[config.mk]
export PLATFORM = sky130hd
export DESIGN_NAME = keypad_matrix_debounce_flat
export DESIGN_NICKNAME = d
export VERILOG_FILES = /design/src/hw/rtl/kmd_pkg.sv /design/src/hw/rtl/kmd_in_if.sv /design/src/hw/rtl/kmd_out_if.sv /design/src/hw/rtl/kmd_cfg_if.sv /design/src/hw/rtl/kmd_lane.sv /design/src/hw/rtl/kmd_merge.sv /design/src/hw/rtl/keypad_matrix_debounce.sv /design/src/flat_wrapper.sv
export SDC_FILE = /design/constraint.sdc
export NUM_CORES = 1
export LEC_CHECK = 0
export BUFFER_PORTS_ARGS = -buffer_cell sky130_fd_sc_hd__buf_2
export CELL_PAD_IN_SITES_DETAIL_PLACEMENT = 0
export CELL_PAD_IN_SITES_GLOBAL_PLACEMENT = 1
export CORE_MARGIN = 5
export CORE_UTILIZATION = 41
export DETAILED_ROUTE_END_ITERATION = 10
export PLACE_DENSITY_LB_ADDON = 0.1
export SLEW_MARGIN = 20
export SYNTH_ARGS = -nofsm -noshare
export SYNTH_HDL_FRONTEND = slang
export SYNTH_SLANG_ARGS = --single-unit
[constraint.sdc]
create_clock -name clk -period 2.1 [get_ports clk]
set_clock_uncertainty 0.05 [all_clocks]
set_input_delay 0.21 -clock clk [delete_from_list [all_inputs] [get_ports clk]]
set_output_delay 0.21 -clock clk [all_outputs]
set_load 0.01 [all_outputs]
[src/hw/rtl/kmd_pkg.sv]
// ----------------------------------------------------------------------------
// kmd_pkg: shared types and constants for the keypad matrix debounce
// Key state codes, status codes, register indexes and the debounce
// next-state function used by every key lane.
// ----------------------------------------------------------------------------
package kmd_pkg;

	// number of key slots carried by one frame word and the handler mask
	localparam int KEY_SLOTS = 16;
	localparam int KEY_IDX_W = 4;
	localparam int CFG_IDX_W = 8;
	localparam int CFG_DATA_W = 16;

	typedef logic [1:0] key_state_t;
	typedef logic [1:0] status_t;
	typedef logic [KEY_IDX_W-1:0] key_idx_t;
	typedef logic [KEY_SLOTS-1:0] key_vec_t;
	typedef logic [CFG_IDX_W-1:0] cfg_idx_t;
	typedef logic [CFG_DATA_W-1:0] cfg_data_t;

	// debounce states
	localparam key_state_t ST_RELEASED = 2'd0;
	localparam key_state_t ST_PRE_PRESSED = 2'd1;
	localparam key_state_t ST_PRESSED = 2'd2;
	localparam key_state_t ST_PRE_RELEASED = 2'd3;

	// result status codes
	localparam status_t STATUS_NONE = 2'd0;
	localparam status_t STATUS_HANDLER = 2'd1;
	localparam status_t STATUS_NO_HANDLER = 2'd2;

	// register indexes
	localparam cfg_idx_t REG_PRESSED_LEVEL = 8'd0;
	localparam cfg_idx_t REG_REPORT_STATE = 8'd1;
	localparam cfg_idx_t REG_HANDLER_MASK = 8'd2;

	// control shared by all lanes
	typedef struct packed {
		logic update;
		logic pressed_level;
		key_state_t report_state;
	} lane_ctrl_t;

	// debounce step for one key
	function automatic key_state_t next_state(key_state_t st, logic last, logic cur);
		key_state_t nxt;
		case (st)
			ST_RELEASED: nxt = (last && cur) ? ST_PRE_PRESSED : ST_RELEASED;
			ST_PRE_PRESSED: nxt = cur ? ST_PRESSED : ST_PRE_PRESSED;
			ST_PRESSED: nxt = (!last && !cur) ? ST_PRE_RELEASED : ST_PRESSED;
			default: nxt = cur ? ST_PRE_RELEASED : ST_RELEASED;
		endcase
		return nxt;
	endfunction

endpackage

[src/hw/rtl/kmd_in_if.sv]
// ----------------------------------------------------------------------------
// kmd_in_if: scan frame channel
// Valid/ready channel carrying one frame of raw key levels per word.
// ----------------------------------------------------------------------------
interface kmd_in_if import kmd_pkg::*; ();
	logic valid;
	logic ready;
	key_vec_t key_levels;

	modport source (output valid, output key_levels, input ready);
	modport sink (input valid, input key_levels, output ready);
endinterface

[src/hw/rtl/kmd_out_if.sv]
// ----------------------------------------------------------------------------
// kmd_out_if: report channel
// Valid/ready channel carrying the status and index of the reported key.
// ----------------------------------------------------------------------------
interface kmd_out_if import kmd_pkg::*; ();
	logic valid;
	logic ready;
	status_t status;
	key_idx_t key_index;

	modport source (output valid, output status, output key_index, input ready);
	modport sink (input valid, input status, input key_index, output ready);
endinterface

[src/hw/rtl/kmd_cfg_if.sv]
// ----------------------------------------------------------------------------
// kmd_cfg_if: configuration write channel
// Valid/ready channel carrying a register index and write data.
// ----------------------------------------------------------------------------
interface kmd_cfg_if import kmd_pkg::*; ();
	logic valid;
	logic ready;
	cfg_idx_t index;
	cfg_data_t data;

	modport source (output valid, output index, output data, input ready);
	modport sink (input valid, input index, input data, output ready);
endinterface

[src/hw/rtl/kmd_lane.sv]
// ----------------------------------------------------------------------------
// kmd_lane: debounce lane for one key
// Holds the previous sample and the debounce state of one key, advances
// them on each accepted frame and flags whether the new state is reported.
// ----------------------------------------------------------------------------
module kmd_lane import kmd_pkg::*; (
	input logic clk,
	input logic arst_n,
	input lane_ctrl_t ctrl,
	input logic level,
	output logic match_s1
);

	logic last_q;
	key_state_t state_q;
	logic cur;
	key_state_t state_nxt;

	// decode the sample and step the debounce state
	assign cur = (level == ctrl.pressed_level);
	assign state_nxt = next_state(state_q, last_q, cur);

	// advance key state on every accepted word
	always_ff @(posedge clk or negedge arst_n) begin
		if (!arst_n) begin
			last_q <= 1'b0;
			state_q <= ST_RELEASED;
		end else if (ctrl.update) begin
			last_q <= cur;
			state_q <= state_nxt;
		end
	end

	// hold the match flag for the merge stage
	always_ff @(posedge clk) begin
		if (ctrl.update) begin
			match_s1 <= (state_nxt == ctrl.report_state);
		end
	end

endmodule

[src/hw/rtl/kmd_merge.sv]
// ----------------------------------------------------------------------------
// kmd_merge: lane merge and report register
// Picks the lowest key whose lane matched, looks up its handler bit and
// registers the status and index for the output channel.
// ----------------------------------------------------------------------------
module kmd_merge import kmd_pkg::*; (
	input logic clk,
	input logic load,
	input key_vec_t match_s1,
	input key_vec_t handler_mask,
	output status_t status_q,
	output key_idx_t key_index_q
);

	logic found;
	key_idx_t idx;

	// priority encode, lowest index wins
	always_comb begin
		found = 1'b0;
		idx = '0;
		for (int k = KEY_SLOTS - 1; k >= 0; k--) begin
			if (match_s1[k]) begin
				found = 1'b1;
				idx = KEY_IDX_W'(k);
			end
		end
	end

	// load the result word
	always_ff @(posedge clk) begin
		if (load) begin
			if (!found) begin
				status_q <= STATUS_NONE;
			end else if (handler_mask[idx]) begin
				status_q <= STATUS_HANDLER;
			end else begin
				status_q <= STATUS_NO_HANDLER;
			end
			key_index_q <= idx;
		end
	end

endmodule

[src/hw/rtl/keypad_matrix_debounce.sv]
// Flow: an accepted frame word is registered in the key lanes, and the report
// register loads it from there once the output side can take a new word.
// Throughput: one frame per cycle; the key lanes and the merge register form
// a two-stage pipeline, stalled only when the report register is held.
// Reset: arst_n clears all key states to released, the previous samples to
// not pressed, the pipeline valids, and the configuration registers to their reset values.
// ----------------------------------------------------------------------------
// keypad_matrix_debounce: matrix keypad debounce and report
// One debounce lane per key updates on each frame; a merge stage reports the
// lowest key in the configured state and whether it has a handler.
// ----------------------------------------------------------------------------
module keypad_matrix_debounce import kmd_pkg::*; #(
	parameter int ROWS = 4,
	parameter int COLS = 4
) (
	input logic clk,
	input logic arst_n,
	kmd_cfg_if.sink cfg,
	kmd_in_if.sink keys,
	kmd_out_if.source result
);

	localparam int KEY_COUNT = (ROWS * COLS > KEY_SLOTS) ? KEY_SLOTS : ROWS * COLS;

	logic pressed_level_q;
	key_state_t report_state_q;
	key_vec_t handler_mask_q;
	logic valid_s1_q;
	logic out_valid_q;
	logic out_adv;
	logic in_acc;
	logic load_out;
	lane_ctrl_t lane_ctrl;
	key_vec_t match_s1;

	// configuration registers, always ready
	assign cfg.ready = 1'b1;

	always_ff @(posedge clk or negedge arst_n) begin
		if (!arst_n) begin
			pressed_level_q <= 1'b0;
			report_state_q <= ST_PRESSED;
			handler_mask_q <= '0;
		end else if (cfg.valid) begin
			case (cfg.index)
				REG_PRESSED_LEVEL: pressed_level_q <= cfg.data[0];
				REG_REPORT_STATE: report_state_q <= cfg.data[1:0];
				REG_HANDLER_MASK: handler_mask_q <= cfg.data;
				default: ;
			endcase
		end
	end

	// pipeline handshake
	assign out_adv = !out_valid_q || result.ready;
	assign keys.ready = !valid_s1_q || out_adv;
	assign in_acc = keys.valid && keys.ready;
	assign load_out = valid_s1_q && out_adv;

	always_ff @(posedge clk or negedge arst_n) begin
		if (!arst_n) begin
			valid_s1_q <= 1'b0;
			out_valid_q <= 1'b0;
		end else begin
			if (in_acc) begin
				valid_s1_q <= 1'b1;
			end else if (load_out) begin
				valid_s1_q <= 1'b0;
			end
			if (load_out) begin
				out_valid_q <= 1'b1;
			end else if (result.ready) begin
				out_valid_q <= 1'b0;
			end
		end
	end

	// lanes, one per present key
	assign lane_ctrl.update = in_acc;
	assign lane_ctrl.pressed_level = pressed_level_q;
	assign lane_ctrl.report_state = report_state_q;

	for (genvar k = 0; k < KEY_SLOTS; k++) begin : g_lane
		if (k < KEY_COUNT) begin : g_key
			kmd_lane u_lane (
				.clk (clk),
				.arst_n (arst_n),
				.ctrl (lane_ctrl),
				.level (keys.key_levels[k]),
				.match_s1 (match_s1[k])
			);
		end else begin : g_absent
			assign match_s1[k] = 1'b0;
		end
	end

	// merge lanes into the result word
	kmd_merge u_merge (
		.clk (clk),
		.load (load_out),
		.match_s1 (match_s1),
		.handler_mask (handler_mask_q),
		.status_q (result.status),
		.key_index_q (result.key_index)
	);

	assign result.valid = out_valid_q;

	// input stalls only when both stages are full and the sink holds off
	a_stall_cause: assert property (@(posedge clk) disable iff (!arst_n)
		!keys.ready |-> (valid_s1_q && out_valid_q && !result.ready))
		else $error("input stalled without a full pipeline");

	// an accepted frame occupies the lane stage next cycle
	a_s1_fill: assert property (@(posedge clk) disable iff (!arst_n)
		in_acc |=> valid_s1_q)
		else $error("accepted word lost at lane stage");

	// no-key result carries index zero
	a_none_idx: assert property (@(posedge clk) disable iff (!arst_n)
		(result.valid && result.status == STATUS_NONE) |-> (result.key_index == '0))
		else $error("no-key result with nonzero index");

	// handler status agrees with the mask
	a_handler: assert property (@(posedge clk) disable iff (!arst_n)
		(result.valid && result.status == STATUS_HANDLER) |->
			handler_mask_q[result.key_index])
		else $error("handler status without handler bit");

	// status is never the unused code
	a_status_code: assert property (@(posedge clk) disable iff (!arst_n)
		result.valid |-> (result.status == STATUS_NONE || result.status == STATUS_HANDLER
			|| result.status == STATUS_NO_HANDLER))
		else $error("invalid status code");

endmodule

[src/flat_wrapper.sv]
// flat-port wrapper written by rule: the top's interface ports become plain ports
module keypad_matrix_debounce_flat import kmd_pkg::*;
#(
	parameter int ROWS = 4,
	parameter int COLS = 4
)
  (clk, arst_n, cfg_valid, cfg_index, cfg_data, cfg_ready, keys_valid, keys_key_levels, keys_ready, result_valid, result_status, result_key_index, result_ready);
  kmd_cfg_if cfg_i ();
  kmd_in_if keys_i ();
  kmd_out_if result_i ();
  input logic clk;
  input logic arst_n;
  input wire logic [$bits(cfg_i.valid)-1:0] cfg_valid;
  input wire logic [$bits(cfg_i.index)-1:0] cfg_index;
  input wire logic [$bits(cfg_i.data)-1:0] cfg_data;
  output wire logic [$bits(cfg_i.ready)-1:0] cfg_ready;
  input wire logic [$bits(keys_i.valid)-1:0] keys_valid;
  input wire logic [$bits(keys_i.key_levels)-1:0] keys_key_levels;
  output wire logic [$bits(keys_i.ready)-1:0] keys_ready;
  output wire logic [$bits(result_i.valid)-1:0] result_valid;
  output wire logic [$bits(result_i.status)-1:0] result_status;
  output wire logic [$bits(result_i.key_index)-1:0] result_key_index;
  input wire logic [$bits(result_i.ready)-1:0] result_ready;
  assign cfg_i.valid = cfg_valid;
  assign cfg_i.index = cfg_index;
  assign cfg_i.data = cfg_data;
  assign cfg_ready = cfg_i.ready;
  assign keys_i.valid = keys_valid;
  assign keys_i.key_levels = keys_key_levels;
  assign keys_ready = keys_i.ready;
  assign result_valid = result_i.valid;
  assign result_status = result_i.status;
  assign result_key_index = result_i.key_index;
  assign result_i.ready = result_ready;
  keypad_matrix_debounce #(.ROWS(ROWS), .COLS(COLS)) u_core (.clk(clk), .arst_n(arst_n), .cfg(cfg_i), .keys(keys_i), .result(result_i));
endmodule
# [After elaboration in Yosys (flattened, before gate mapping)]
# Index checks and enable logic that the tools add are counted.
# Widths: inputs -> output; s select.
[word_totals] wordCells=333 ff_bits=91
[op_classes] magnitude_cmp=1 eq_ne=66 n_reduce_logical=92 mux=119
[op_table] cell="$pmux 2 s3" count=16
[op_table] cell="$mux 2" count=33
[op_table] cell="$mux 4" count=16
[op_table] cell="$mux 1" count=53
[op_table] cell="$logic_and 1x1->1" count=34
[op_table] cell="$logic_not 1->1" count=34
[op_table] cell="$eq 2x1->1 const B" count=16
[op_table] cell="$eq 2x2->1" count=16
[op_table] cell="$eq 2x2->1 const B" count=16
[op_table] cell="$logic_not 2->1" count=16
[op_table] cell="$eq 1x1->1" count=16
[op_table] cell="$eq 8x1->1 const B" count=1
[op_table] cell="$eq 8x2->1 const B" count=1
[op_table] cell="$logic_not 8->1" count=1
[op_table] cell="$reduce_and 2->1" count=3
[op_table] cell="$lt 4x5->1 const B" count=1
[op_table] cell="$bmux 1 s4" count=1
[op_table] cell="$reduce_bool 2->1" count=2
[op_table] cell="$logic_or 1x1->1" count=2

# [Logic depth before layout (Yosys ltp)]
# Gate-level depths: netlist of the first run.
[logic_depth] depth_word=19 depth_mapped=8 ltp_nobuf=8

# [By module]
# From an unflattened synthesis of the first run, not the netlist that was laid out.
[hier_totals] hier_cells=583 area_unflattened_um2=6023.3
[modules_own_cells] mod="kmd_lane" area_each_um2=286.5 cells_per_inst=30 n_inst=16
[modules_own_cells] mod="keypad_matrix_debounce" area_each_um2=918.4 cells_per_inst=54 n_inst=1
[modules_own_cells] mod="kmd_merge" area_each_um2=520.5 cells_per_inst=49 n_inst=1

# [Least setup slack after synthesis of the first run]
# Ideal clock, no wire load.
[synth_path] path_kind="flip-flop to flip-flop" startpoint="register u_core.out_valid_q (netlist: u_core.result.valid)" endpoint="register u_core.g_lane[11].g_key.u_lane.state_q[1]" required_ns=1.914 path_stages_with_launch=8 setup_slack_ns=0.037 arrival_time_ns=1.877 path_buffers=1 path_cell_list="dfrtp_1 -> nand3b_1 -> nand2_1 -> clkinv_1 -> clkbuf_1 -> nand2_1 -> nand2_1 -> o21ai_0"
[synth_lines] element="from (decl)" line_no="keypad_matrix_debounce.sv:29" text="logic out_valid_q;"
[synth_lines] element="from (signal assigned)" line_no="keypad_matrix_debounce.sv:63" text="out_valid_q <= 1'b0;"
[synth_lines] element="from (signal assigned)" line_no="keypad_matrix_debounce.sv:71" text="out_valid_q <= 1'b1;"
[synth_lines] element="from (signal assigned)" line_no="keypad_matrix_debounce.sv:73" text="out_valid_q <= 1'b0;"
[synth_lines] element="to (signal assigned)" line_no="kmd_lane.sv:30" text="state_q <= state_nxt;"
[synth_lines] element="to (decl)" line_no="kmd_lane.sv:15" text="key_state_t state_q;"

# [Worst setup path after layout of the first run]
[layout_path] startpoint="register u_core.g_lane[10].g_key.u_lane.match_s1" endpoint="register u_core.u_merge.status_q[1] (data pin)"
[layout_via] elab_chain_len=14 elab_cells_between_ends=25 classes_between="25 x mux"
[layout_rtl] element="from (decl)" line_no="kmd_lane.sv:11" text="output logic match_s1"
[layout_rtl] element="from (signal assigned)" line_no="kmd_lane.sv:37" text="match_s1 <= (state_nxt == ctrl.report_state);"
[layout_rtl] element="$mux 4 (11 in series)" line_no="kmd_merge.sv:23" text="if (match_s1[k]) begin"
[layout_rtl] element="$bmux 1 s4" line_no="kmd_merge.sv:35" text="end else if (handler_mask[idx]) begin"
[layout_rtl] element="$mux 1 (not written as such)" line_no="kmd_merge.sv:35"
[layout_rtl] element="$mux 2" line_no="kmd_merge.sv:35"
[layout_rtl] element="to (signal assigned)" line_no="kmd_merge.sv:34" text="status_q <= STATUS_NONE;"
[layout_rtl] element="to (signal assigned)" line_no="kmd_merge.sv:36" text="status_q <= STATUS_HANDLER;"
[layout_rtl] element="to (signal assigned)" line_no="kmd_merge.sv:38" text="status_q <= STATUS_NO_HANDLER;"
[layout_rtl] element="to (decl)" line_no="kmd_merge.sv:11" text="output status_t status_q,"
# Parallel ways exist; a longest one is shown, timed or not. The select of a mux whose other input is x is not followed.
# A chain may end at the register's enable or synchronous reset.

==> qor.yml, run 1 <==
status: "finished, violations left"
failed_checks: "setup timing"
cp.required_ns: 2.16
ys_seq_area_share_pct: 40.9
rsz0062_at_grt: "yes"
grt_overflow: 0
slew-limit-headroom_pct: 66.6
ioPinCount: 54
path_depth: 7
fin_setup_tns_ns: -0.119
critPathLaunchType: "flop"
power_density_nw_per_um2: 1040
die_w_um: 129
synth-xor-area-share_pct: 7.19
synth_area_um2: 5840
initial_core_util_pct: 41.9
crit_type: "reg -> reg"
n_antenna_cell: 0
dp_hpwl_mm: 9.89
synth_top_family_by_area: "compound AO/OA/AOI/OAI gates"
crit_path_end: "u_core.u_merge.status_q[1]"
clock-root-buffer: "clkbuf_16"
regArea_um2: 2390
syn_avg_cell_area_um2: 8.36
synth_flop_cell: "dfrtp_1"
synth_edf_count: 22
cap_violations: 0
reg2reg_from: "u_core.g_lane[10].g_key.u_lane.match_s1"
path_clk_slew_ns: 0.07
timing.hold.ws_ns: 0.0305
power.leakage_uw: 0.00291
port_buffers: 52
fill_cells: 1286
design.core.area_um2: 13900
fmax_ghz: 0.461
drt_iter0_drc: 351
cp_slowest_cell: "edfxtp_1"
worst_pin_slew_ns: 0.495
hold_class: "in -> reg"
period_needed_ns: 2.17
grt_pass1_wl_mm: 24.4
syn_to_final_growth_pct: 19.9
cts_tree: "yes"
drive_gt1_share_pct: 22.9
ant_nets: 0
cts_buffer_depth: 2
numCtsBuffers: 9
antenna_found_initial: 0
synth_area_leaders: "dfrtp_1 29%, edfxtp_1 11%, nand2_1 8.2%, nor2_1 5.0%, xnor2_1 4.8%"
async_flop_share_pct: 75.8
r2r-end: "u_core.u_merge.status_q[1]"
finalHoldViolations: 0
slew_violations: 0
finalSetupViolations: 2
timing.critical_path.buf_inv: 0
clock-sinks: 91
worstPathMaxFanout: 7
die_y_um: 129
fin_crit_sh_pct: 103
endpoint_kind: "flop"
syn_inst: 699
multi_input_area_um2: 3260
drc: 0
cp.arrival_ns: 2.23
grt_max_degree: 57
peakVddDrop_uv: 512
cp_top_family: "compound AO/OA/AOI/OAI gates"
synthSimpleGateAreaFrac_pct: 20.9
htree_levels: 3
grt_usage_pct: 18.3
synth_top_area_cell: "dfrtp_1"
first_global_vias: 4958
place.gp.congestion: 0.877
routed_via_density: 5.46
ys_warn_count: 0
pre_cts_ws_ns: -0.157
r2r_cells: 7
vias: 5173
nets: 808
clk-insertion-delay-late_ns: 0.36
detailed_place.area_um2: 6580
rows: 43
setup_slack_ns: -0.0699
routed_wl_mm: 14.6
rrSetupSlack_ns: -0.07
synthMuxAreaShare_pct: 3.66
wl_per_cell_um: 15.4
path_cells: "nor2_2 > o31ai_2 > a32oi_4 > nand2_1 > a32oi_1 > o221ai_2 > a221o_1"
synth-adder-area-share_pct: 0
ys_types: 49
finalInstanceArea_um2: 7010
synth_top_area_share_pct: 29.1
critPathLaunch: "u_core.g_lane[10].g_key.u_lane.match_s1"
dieArea_um2: 16700
cp_slowest_stage_delay_ns: 0.47
drtPass1Iterations: 5
syn-num-nets: 744
synth_compound_area_share_pct: 22.4
ys_seq_elements: 91
## cells in the final DEF (no fill, tap or decap), drive strengths merged, types with 2 or more instances in the layout
| cell type | synthesis | layout |
|---|---|---|
| nand2 | 127 | 127 |
| buf | 12 | 113 |
| nor2 | 80 | 80 |
| dfrtp | 68 | 68 |
| o21ai | 45 | 45 |
| a21oi | 40 | 40 |
| xnor2 | 32 | 32 |
| edfxtp | 22 | 22 |
| nor3 | 22 | 22 |
| mux2 | 19 | 19 |
| nand3 | 17 | 17 |
| a221o | 17 | 17 |
| o31ai | 17 | 17 |
| xor2 | 16 | 16 |
| a22o | 16 | 16 |
| or3 | 15 | 15 |
| o22ai | 15 | 15 |
| a211oi | 15 | 15 |
| a31oi | 15 | 15 |
| clkbuf | 49 | 10 |
| inv | 6 | 9 |
| nand2b | 5 | 5 |
| clkinv | 2 | 4 |
| nor4 | 4 | 4 |
| nor2b | 3 | 3 |
| a32oi | 3 | 3 |
| nand3b | 2 | 2 |
| o311ai | 2 | 2 |
| o221ai | 2 | 2 |
## flip-flops by register name, indices dropped and copies added, names as in the netlist
name,flops
u_core.u_merge.key_index_q,4
u_core.g_lane.g_key.u_lane.last_q,16
u_core.u_merge.status_q,2
u_core.report_state_q,2
u_core.handler_mask_q,16
u_core.g_lane.g_key.u_lane.state_q,32
u_core.valid_s1_q,1
u_core.result.valid,1
u_core.g_lane.g_key.u_lane.match_s1,16
u_core.pressed_level_q,1
## metrics by stage
stage	instances	util (%)	power [uW]
after detailed placement	928	47.2	5570
after global placement	928	47.2	5500
after CTS	947	49.7	7310
after global routing	948	50.3	7850
after floorplan	699	-	4890
final	948	50.3	7290
## where the power goes
group          leakage (uW)  total (uW)  internal [uW]  switching, uW
clock              0.000148        1680            937            740
sequential          0.00107        3220           2380            835
combinational       0.00168        2400           1210           1190
## Yosys cell counts, types with 16 or more instances
cell / n
dfrtp_1: 68
nand3_1: 17
o21ai_0: 43
mux2_2: 19
nor3_1: 22
a22o_1: 16
edfxtp_1: 22
a21oi_1: 38
a221o_1: 17
nand2_1: 127
xor2_1: 16
nor2_1: 78
xnor2_1: 32
clkbuf_1: 49
## timing repair
item                                    CTS  global route
hold buffers                              1             0
resized for setup                         3            12
endpoints found under the setup margin    2             8
pin swaps                                 1             0
hold endpoints to repair                 68             0
buffers inserted                          2             1
## layer usage
metal	routed length (um)	global-route usage, %	vias to the layer above
met2	7050	30.8	121
met3	807	4.49	15
li1	-	-	2628
met5	0	0	-
met4	157	4.39	0
met1	6630	23.8	2409
## cell families after synthesis
family                    count (synthesis)
muxes                                    19
other                                     1
DFF                                      91
AOI/OAI and AO/OA                       192
buffers and inverters                    69
xor gates and xnor gates                 48
and+or+nand+nor                         279
## layout make-up
class / count / area share, %
multi-input cells: 539 / 46.6
flip-flops and latches: 91 / 34.1
inverters: 8 / 0.500
repair buffers: 114 / 11.3
clock buffers: 10 / 3.27
well taps: 180 / 3.21
clock inverters: 6 / 1.02
## worst min path at each step
stage	from	to	slack, ns	depth (start not counted)
4_1_cts	keys_valid	u_core.valid_s1_q	0.02	2
3_5_place_dp	arst_n	u_core.valid_s1_q	-0.02	1
2_1_floorplan	arst_n	u_core.g_lane[0].g_key.u_lane.last_q	-0.14	0
6_report	keys_valid	u_core.valid_s1_q	0.03	2
5_1_grt	cfg_data[3]	u_core.handler_mask_q[3]	0.03	2
3_3_place_gp	arst_n	u_core.valid_s1_q	-0.02	1
(Power assumes the default switching activity.)
==> run 2: changes to the inputs <==
--- a/config.mk
+++ b/config.mk
@@ -11,7 +11,8 @@
 export CORE_MARGIN = 5
 export CORE_UTILIZATION = 41
 export DETAILED_ROUTE_END_ITERATION = 10
-export PLACE_DENSITY_LB_ADDON = 0.1
+export PLACE_DENSITY = 0.84
+export SETUP_SLACK_MARGIN = 0.1
 export SLEW_MARGIN = 20
 export SYNTH_ARGS = -nofsm -noshare
 export SYNTH_HDL_FRONTEND = slang
==> qor.yml, run 2 (synthesized netlist as in run 1, its figures left out) <==
status: "finished, violations left"
failed_checks: "setup timing"
numCtsBuffers: 9
power_uw: 7450
min-delay-start: "keys_valid"
reg2reg_from: "u_core.g_lane[9].g_key.u_lane.match_s1"
timing.critical_path.buf_inv: 0
drt_iter0_drc: 354
min_path_cells: 2
routed_wl_mm: 14.5
fin_crit_sh_pct: 107
dp_hpwl_mm: 9.69
hold_class: "in -> reg"
rrSetupSlack_ns: -0.14
cap_violations: 0
r2r_cells: 7
port_buffers: 52
htree_levels: 3
grt_usage_pct: 17.4
antenna_found_initial: 0
critPathLaunchType: "flop"
ioPinCount: 54
die_y_um: 129
n_antenna_cell: 0
grt_max_degree: 54
clock-sinks: 91
largest_reg_flops: 32
vias: 5295
grt_overflow: 0
cp.required_ns: 2.14
placedCellCount: 927
initial_core_util_pct: 41.9
drive_gt1_share_pct: 24.4
routed_via_density: 5.59
first_global_vias: 5013
cp_top_family: "compound AO/OA/AOI/OAI gates"
rsz0062_at_grt: "yes"
endpoint_kind: "flop"
setup_slack_ns: -0.138
worst_pin_slew_ns: 0.634
period_needed_ns: 2.24
nets: 807
fmax_ghz: 0.447
die_w_um: 129
combPwrFrac_pct: 32.9
power_frac_seq_pct: 43.7
finalHoldViolations: 0
cts_buffer_depth: 2
worstPathMaxFanout: 4
min_to: "u_core.valid_s1_q"
final_cell_mix: "126 x nand2_1, 77 x nor2_1, 66 x dfrtp_1"
drc: 0
crit_type: "reg -> reg"
power.leakage_uw: 0.00296
cts_tree: "yes"
critPathLaunch: "u_core.g_lane[9].g_key.u_lane.match_s1"
path_clk_slew_ns: 0.07
stdcell_count: 947
timing.hold.ws_ns: 0.0276
design.core.area_um2: 13900
slew-limit-headroom_pct: 57.7
rows: 43
p_sw_uw: 2810
intPower_uw: 4630
clk-insertion-delay-late_ns: 0.35
path_cells: "nor4_4 > o41ai_2 > a21oi_2 > nor3_1 > a32oi_1 > o221ai_2 > a221o_1"
cp_slowest_cell: "edfxtp_1"
dieArea_um2: 16700
slew_violations: 0
ant_nets: 0
cp_slowest_stage_delay_ns: 0.47
cp.arrival_ns: 2.28
wl_per_cell_um: 15.3
drtPass1Iterations: 5
path_depth: 7
p_clk_share_pct: 23.4
final_common_cell: "nand2_1"
place.gp.congestion: 0.907
finalSetupViolations: 2
top_register: "u_core.g_lane.g_key.u_lane.state_q"
grt_pass1_wl_mm: 23.7
switching_share_pct: 37.8
r2r-end: "u_core.u_merge.status_q[1]"
syn_to_final_growth_pct: 21.9
peakVddDrop_uv: 571
clock-root-buffer: "clkbuf_16"
power_density_nw_per_um2: 1050
[run 2: metal layers]
layer	GRT usage, %	vias up	share of wire, %
met5	0	-	0
met4	4.57	0	1.2
met3	5.07	16	5.9
met2	29.1	145	48
met1	22.2	2509	45
li1	-	2625	-
[run 2: final cells by class]
cell class                      count  area (um^2)
Clock inverter                      6         68.8
Clock buffer                       10          250
Sequential cell                    91         2390
Fill cell                        1268         6810
Timing Repair Buffer              113          795
Tap cell                          180          225
Multi-Input combinational cell    539         3360
Inverter                            8         35.0
[run 2: how the worst max path moves through the flow]
stage	to
floorplan	u_core.u_merge.status_q[1]
global placement	u_core.u_merge.status_q[1]
detailed placement	u_core.u_merge.status_q[1]
CTS	u_core.u_merge.status_q[1]
global route	u_core.u_merge.status_q[1]
finish	u_core.u_merge.status_q[1]
[run 2: metrics by stage]
stage	util (%)	setup slack, ns	cell area [um^2]	setup TNS [ns]
floorplan	-	0.0678	5850	0
global placement	47.2	-0.0303	6570	-0.0303
detailed placement	47.2	-0.0913	6570	-0.0988
CTS	49.6	-0.0599	6910	-0.0599
global route	51.1	-0.275	7130	-0.404
finish	51.1	-0.138	7130	-0.161
[run 2: power groups by stage]
stage | registers [uW] | logic (uW) | clock network [uW]
after floorplan | 2640 | 2260 | 0
after global placement | 3190 | 2250 | 0
after detailed placement | 3220 | 2330 | 0
after CTS | 3200 | 2340 | 1800
after global routing | 3360 | 2750 | 1860
final | 3250 | 2450 | 1750
[run 2: what timing repair did]
item | CTS | global route
setup endpoints to repair | 2 | 16
resized for setup | 3 | 32
hold buffers | 1 | 0
endpoints found under the hold margin | 24 | 0
pin swaps | 1 | 5
setup buffers | 0 | 3
==> run 3: changes to the inputs <==
--- a/config.mk
+++ b/config.mk
@@ -5,11 +5,13 @@
 export SDC_FILE = /design/constraint.sdc
 export NUM_CORES = 1
 export LEC_CHECK = 0
+export ABC_AREA = 1
 export BUFFER_PORTS_ARGS = -buffer_cell sky130_fd_sc_hd__buf_2
+export CAP_MARGIN = 20
 export CELL_PAD_IN_SITES_DETAIL_PLACEMENT = 0
 export CELL_PAD_IN_SITES_GLOBAL_PLACEMENT = 1
 export CORE_MARGIN = 5
-export CORE_UTILIZATION = 41
+export CORE_UTILIZATION = 40
 export DETAILED_ROUTE_END_ITERATION = 10
 export PLACE_DENSITY = 0.84
 export SETUP_SLACK_MARGIN = 0.1
==> qor.yml, run 3 <==
crit_type: "reg -> reg"
ys_warn_count: 0
power_density_nw_per_um2: 1210
ant_nets: 0
port_buffers: 52
largest_reg_flops: 32
syn_avg_cell_area_um2: 8.08
routed_via_density: 4.89
failed_checks: "setup timing"
dieArea_um2: 14800
syn_inst: 618
async_flop_share_pct: 75.8
path_clk_slew_ns: 0.06
synth_commonest_cells: "153 x nand2_1, 72 x inv_1, 68 x dfrtp_1"
synth_area_um2: 4990
ys_seq_area_share_pct: 47.8
path_cells: "inv_1 > nand2_1 > nand2_1 > nand2_1 > nand2_1 > nand2_1 > nand2_1 > nand2_1 > nand2_1 > nand2_1 > nand2_1 > nand2_1 > nand2_1 > nand2_2 > nand2_4 > buf_6 > nand3_1 > nand3_2 > nand2_1 > nand2_1 > nand3_2 > nand2_2 > nor2_2"
cp_top_family: "simple AND/OR/NAND/NOR gates"
dp_hpwl_mm: 7.32
cp_common_cell: "nand2_1"
peakVddDrop_uv: 484
ioPinCount: 54
synth_edf_count: 22
synth_flop_cell: "dfrtp_1"
grt_pass1_wl_mm: 18.5
syn_to_final_growth_pct: 17.8
first_global_vias: 3995
slew-limit-headroom_pct: 58.4
multi_input_area_um2: 2290
yosysMostFrequentCell: "nand2_1"
vias: 4120
routed_wl_mm: 10.8
power.leakage_uw: 0.00284
endpoint_kind: "flop"
setup_slack_ns: -0.00110
rows: 40
numCtsBuffers: 9
regArea_um2: 2390
critPathLaunchType: "flop"
die_w_um: 122
design.core.area_um2: 12100
initial_core_util_pct: 41.2
drive_gt1_share_pct: 17.2
antenna_found_initial: 0
top_register: "u_core.g_lane.g_key.u_lane.state_q"
grt_max_degree: 70
clock-sinks: 91
cp_slowest_stage_delay_ns: 0.39
worstPathMaxFanout: 5
cp.arrival_ns: 2.15
fin_crit_sh_pct: 100
worst_pin_slew_ns: 0.624
synth_top_area_cell: "dfrtp_1"
finalHoldViolations: 0
place.gp.congestion: 0.856
hold_class: "in -> reg"
finalSetupViolations: 1
drc: 0
syn-num-nets: 663
timing.critical_path.buf_inv: 2
rsz0062_at_grt: "yes"
n_antenna_cell: 0
fill_cells: 1161
synth_top_area_share_pct: 34.1
die_y_um: 122
final_cell_mix: "144 x nand2_1, 72 x inv_1, 68 x dfrtp_1"
clk-insertion-delay-late_ns: 0.34
final_util_pct: 48.6
synth_area_leaders: "dfrtp_1 34%, edfxtp_1 13%, nand2_1 11%, o21ai_1 5.7%, xor2_1 5.6%"
ys_types: 29
drtPass1Iterations: 4
nets: 715
wl_per_cell_um: 12.8
grt_usage_pct: 15.6
cts_tree: "yes"
grt_overflow: 0
final_common_cell: "nand2_1"
fmax_ghz: 0.476
slew_violations: 0
cts_buffer_depth: 2
period_needed_ns: 2.10
cp_slowest_cell: "edfxtp_1"
status: "finished, violations left"
clock-root-buffer: "clkbuf_16"
pre_cts_ws_ns: 0.00652
cp.required_ns: 2.15
cap_violations: 0
ys_seq_elements: 91
htree_levels: 3
drt_iter0_drc: 291
-- run 3: cell types whose count changed in the layout (fill, tap and decap cells not counted), moves of 16 or more --
cell / change
nand2_1: +18
or2_1: +32
inv_1: +66
o21ai_1: +54
xor2_1: +17
o21ai_0: -28
nor2_1: -66
a221o_1: -17
buf_4: -45
a22o_1: -16
nor3_1: -17
xnor2_1: -17
mux2_2: -18
-- run 3: path summary, 6_finish.rpt --
| kind | from | depth (start not counted) | slack [ns] | end |
|---|---|---|---|---|
| max | u_core.g_lane[14].g_key.u_lane.match_s1 | 23 | -0.001 | u_core.u_merge.status_q[1] |
| min | cfg_data[11] | 2 | 0.03 | u_core.handler_mask_q[11] |
| max reg2reg | u_core.g_lane[14].g_key.u_lane.match_s1 | 23 | -0.001 | u_core.u_merge.status_q[1] |
| min reg2reg | u_core.valid_s1_q | 2 | 0.43 | u_core.result.valid |
| max in group asynchronous | arst_n | 3 | 1.29 | u_core.report_state_q[1] |
| min in group asynchronous | arst_n | 3 | 0.38 | u_core.handler_mask_q[7] |
-- run 3: per-layer routing --
layer,vias up,GRT usage [%],part of all wire [%]
li1,2119,-,-
met1,1915,18.9,45
met2,71,27.0,49
met3,15,3.02,3.6
met4,0,6.51,2.0
met5,-,0,0
-- run 3: logic make-up after synthesis --
kind of cell / synth area share [%]
buffers and inverters: 8.37
AO/OA/AOI/OAI: 13.4
flip-flops: 47.8
multiplexers: 1.80
AND/OR/NAND/NOR: 22.9
other: 0.0751
XOR/XNOR: 5.61
-- run 3: area by class of cell --
type                       instances  share of cell area (%)
sequential                        91                    40.6
inverter                          82                    5.23
clock inverter                     3                   0.659
tap                              168                    3.57
timing repair buffer              65                    6.89
multi-input combinational        421                    39.0
clock buffer                      13                    4.08
-- run 3: through the flow --
stage	instance area (um^2)	TNS [ns]	hold slack (ns)	total power [uW]	instances
floorplan	5000	0	-0.136	4760	618
global placement	5460	0	0.216	5220	822
detailed placement	5460	0	0.226	5360	822
CTS	5760	0	0.0164	6990	840
global route	5880	-0.364	0.0321	7720	843
finish	5880	-0.00110	0.0269	7130	843
-- run 3: what timing repair did --
action	in CTS	in global routing
endpoints found under the setup margin	2	11
pin swaps	0	15
hold buffers	1	0
endpoints found under the hold margin	68	0
cloned	0	1
buffers inserted	1	2
resized for setup	2	24
-- run 3: where the power goes --
part	internal [uW]	leakage (uW)	switching [uW]
combinational	1090	0.00164	1590
sequential	2450	0.00107	429
clock	919	0.000135	658
total	4450	0.00284	2680
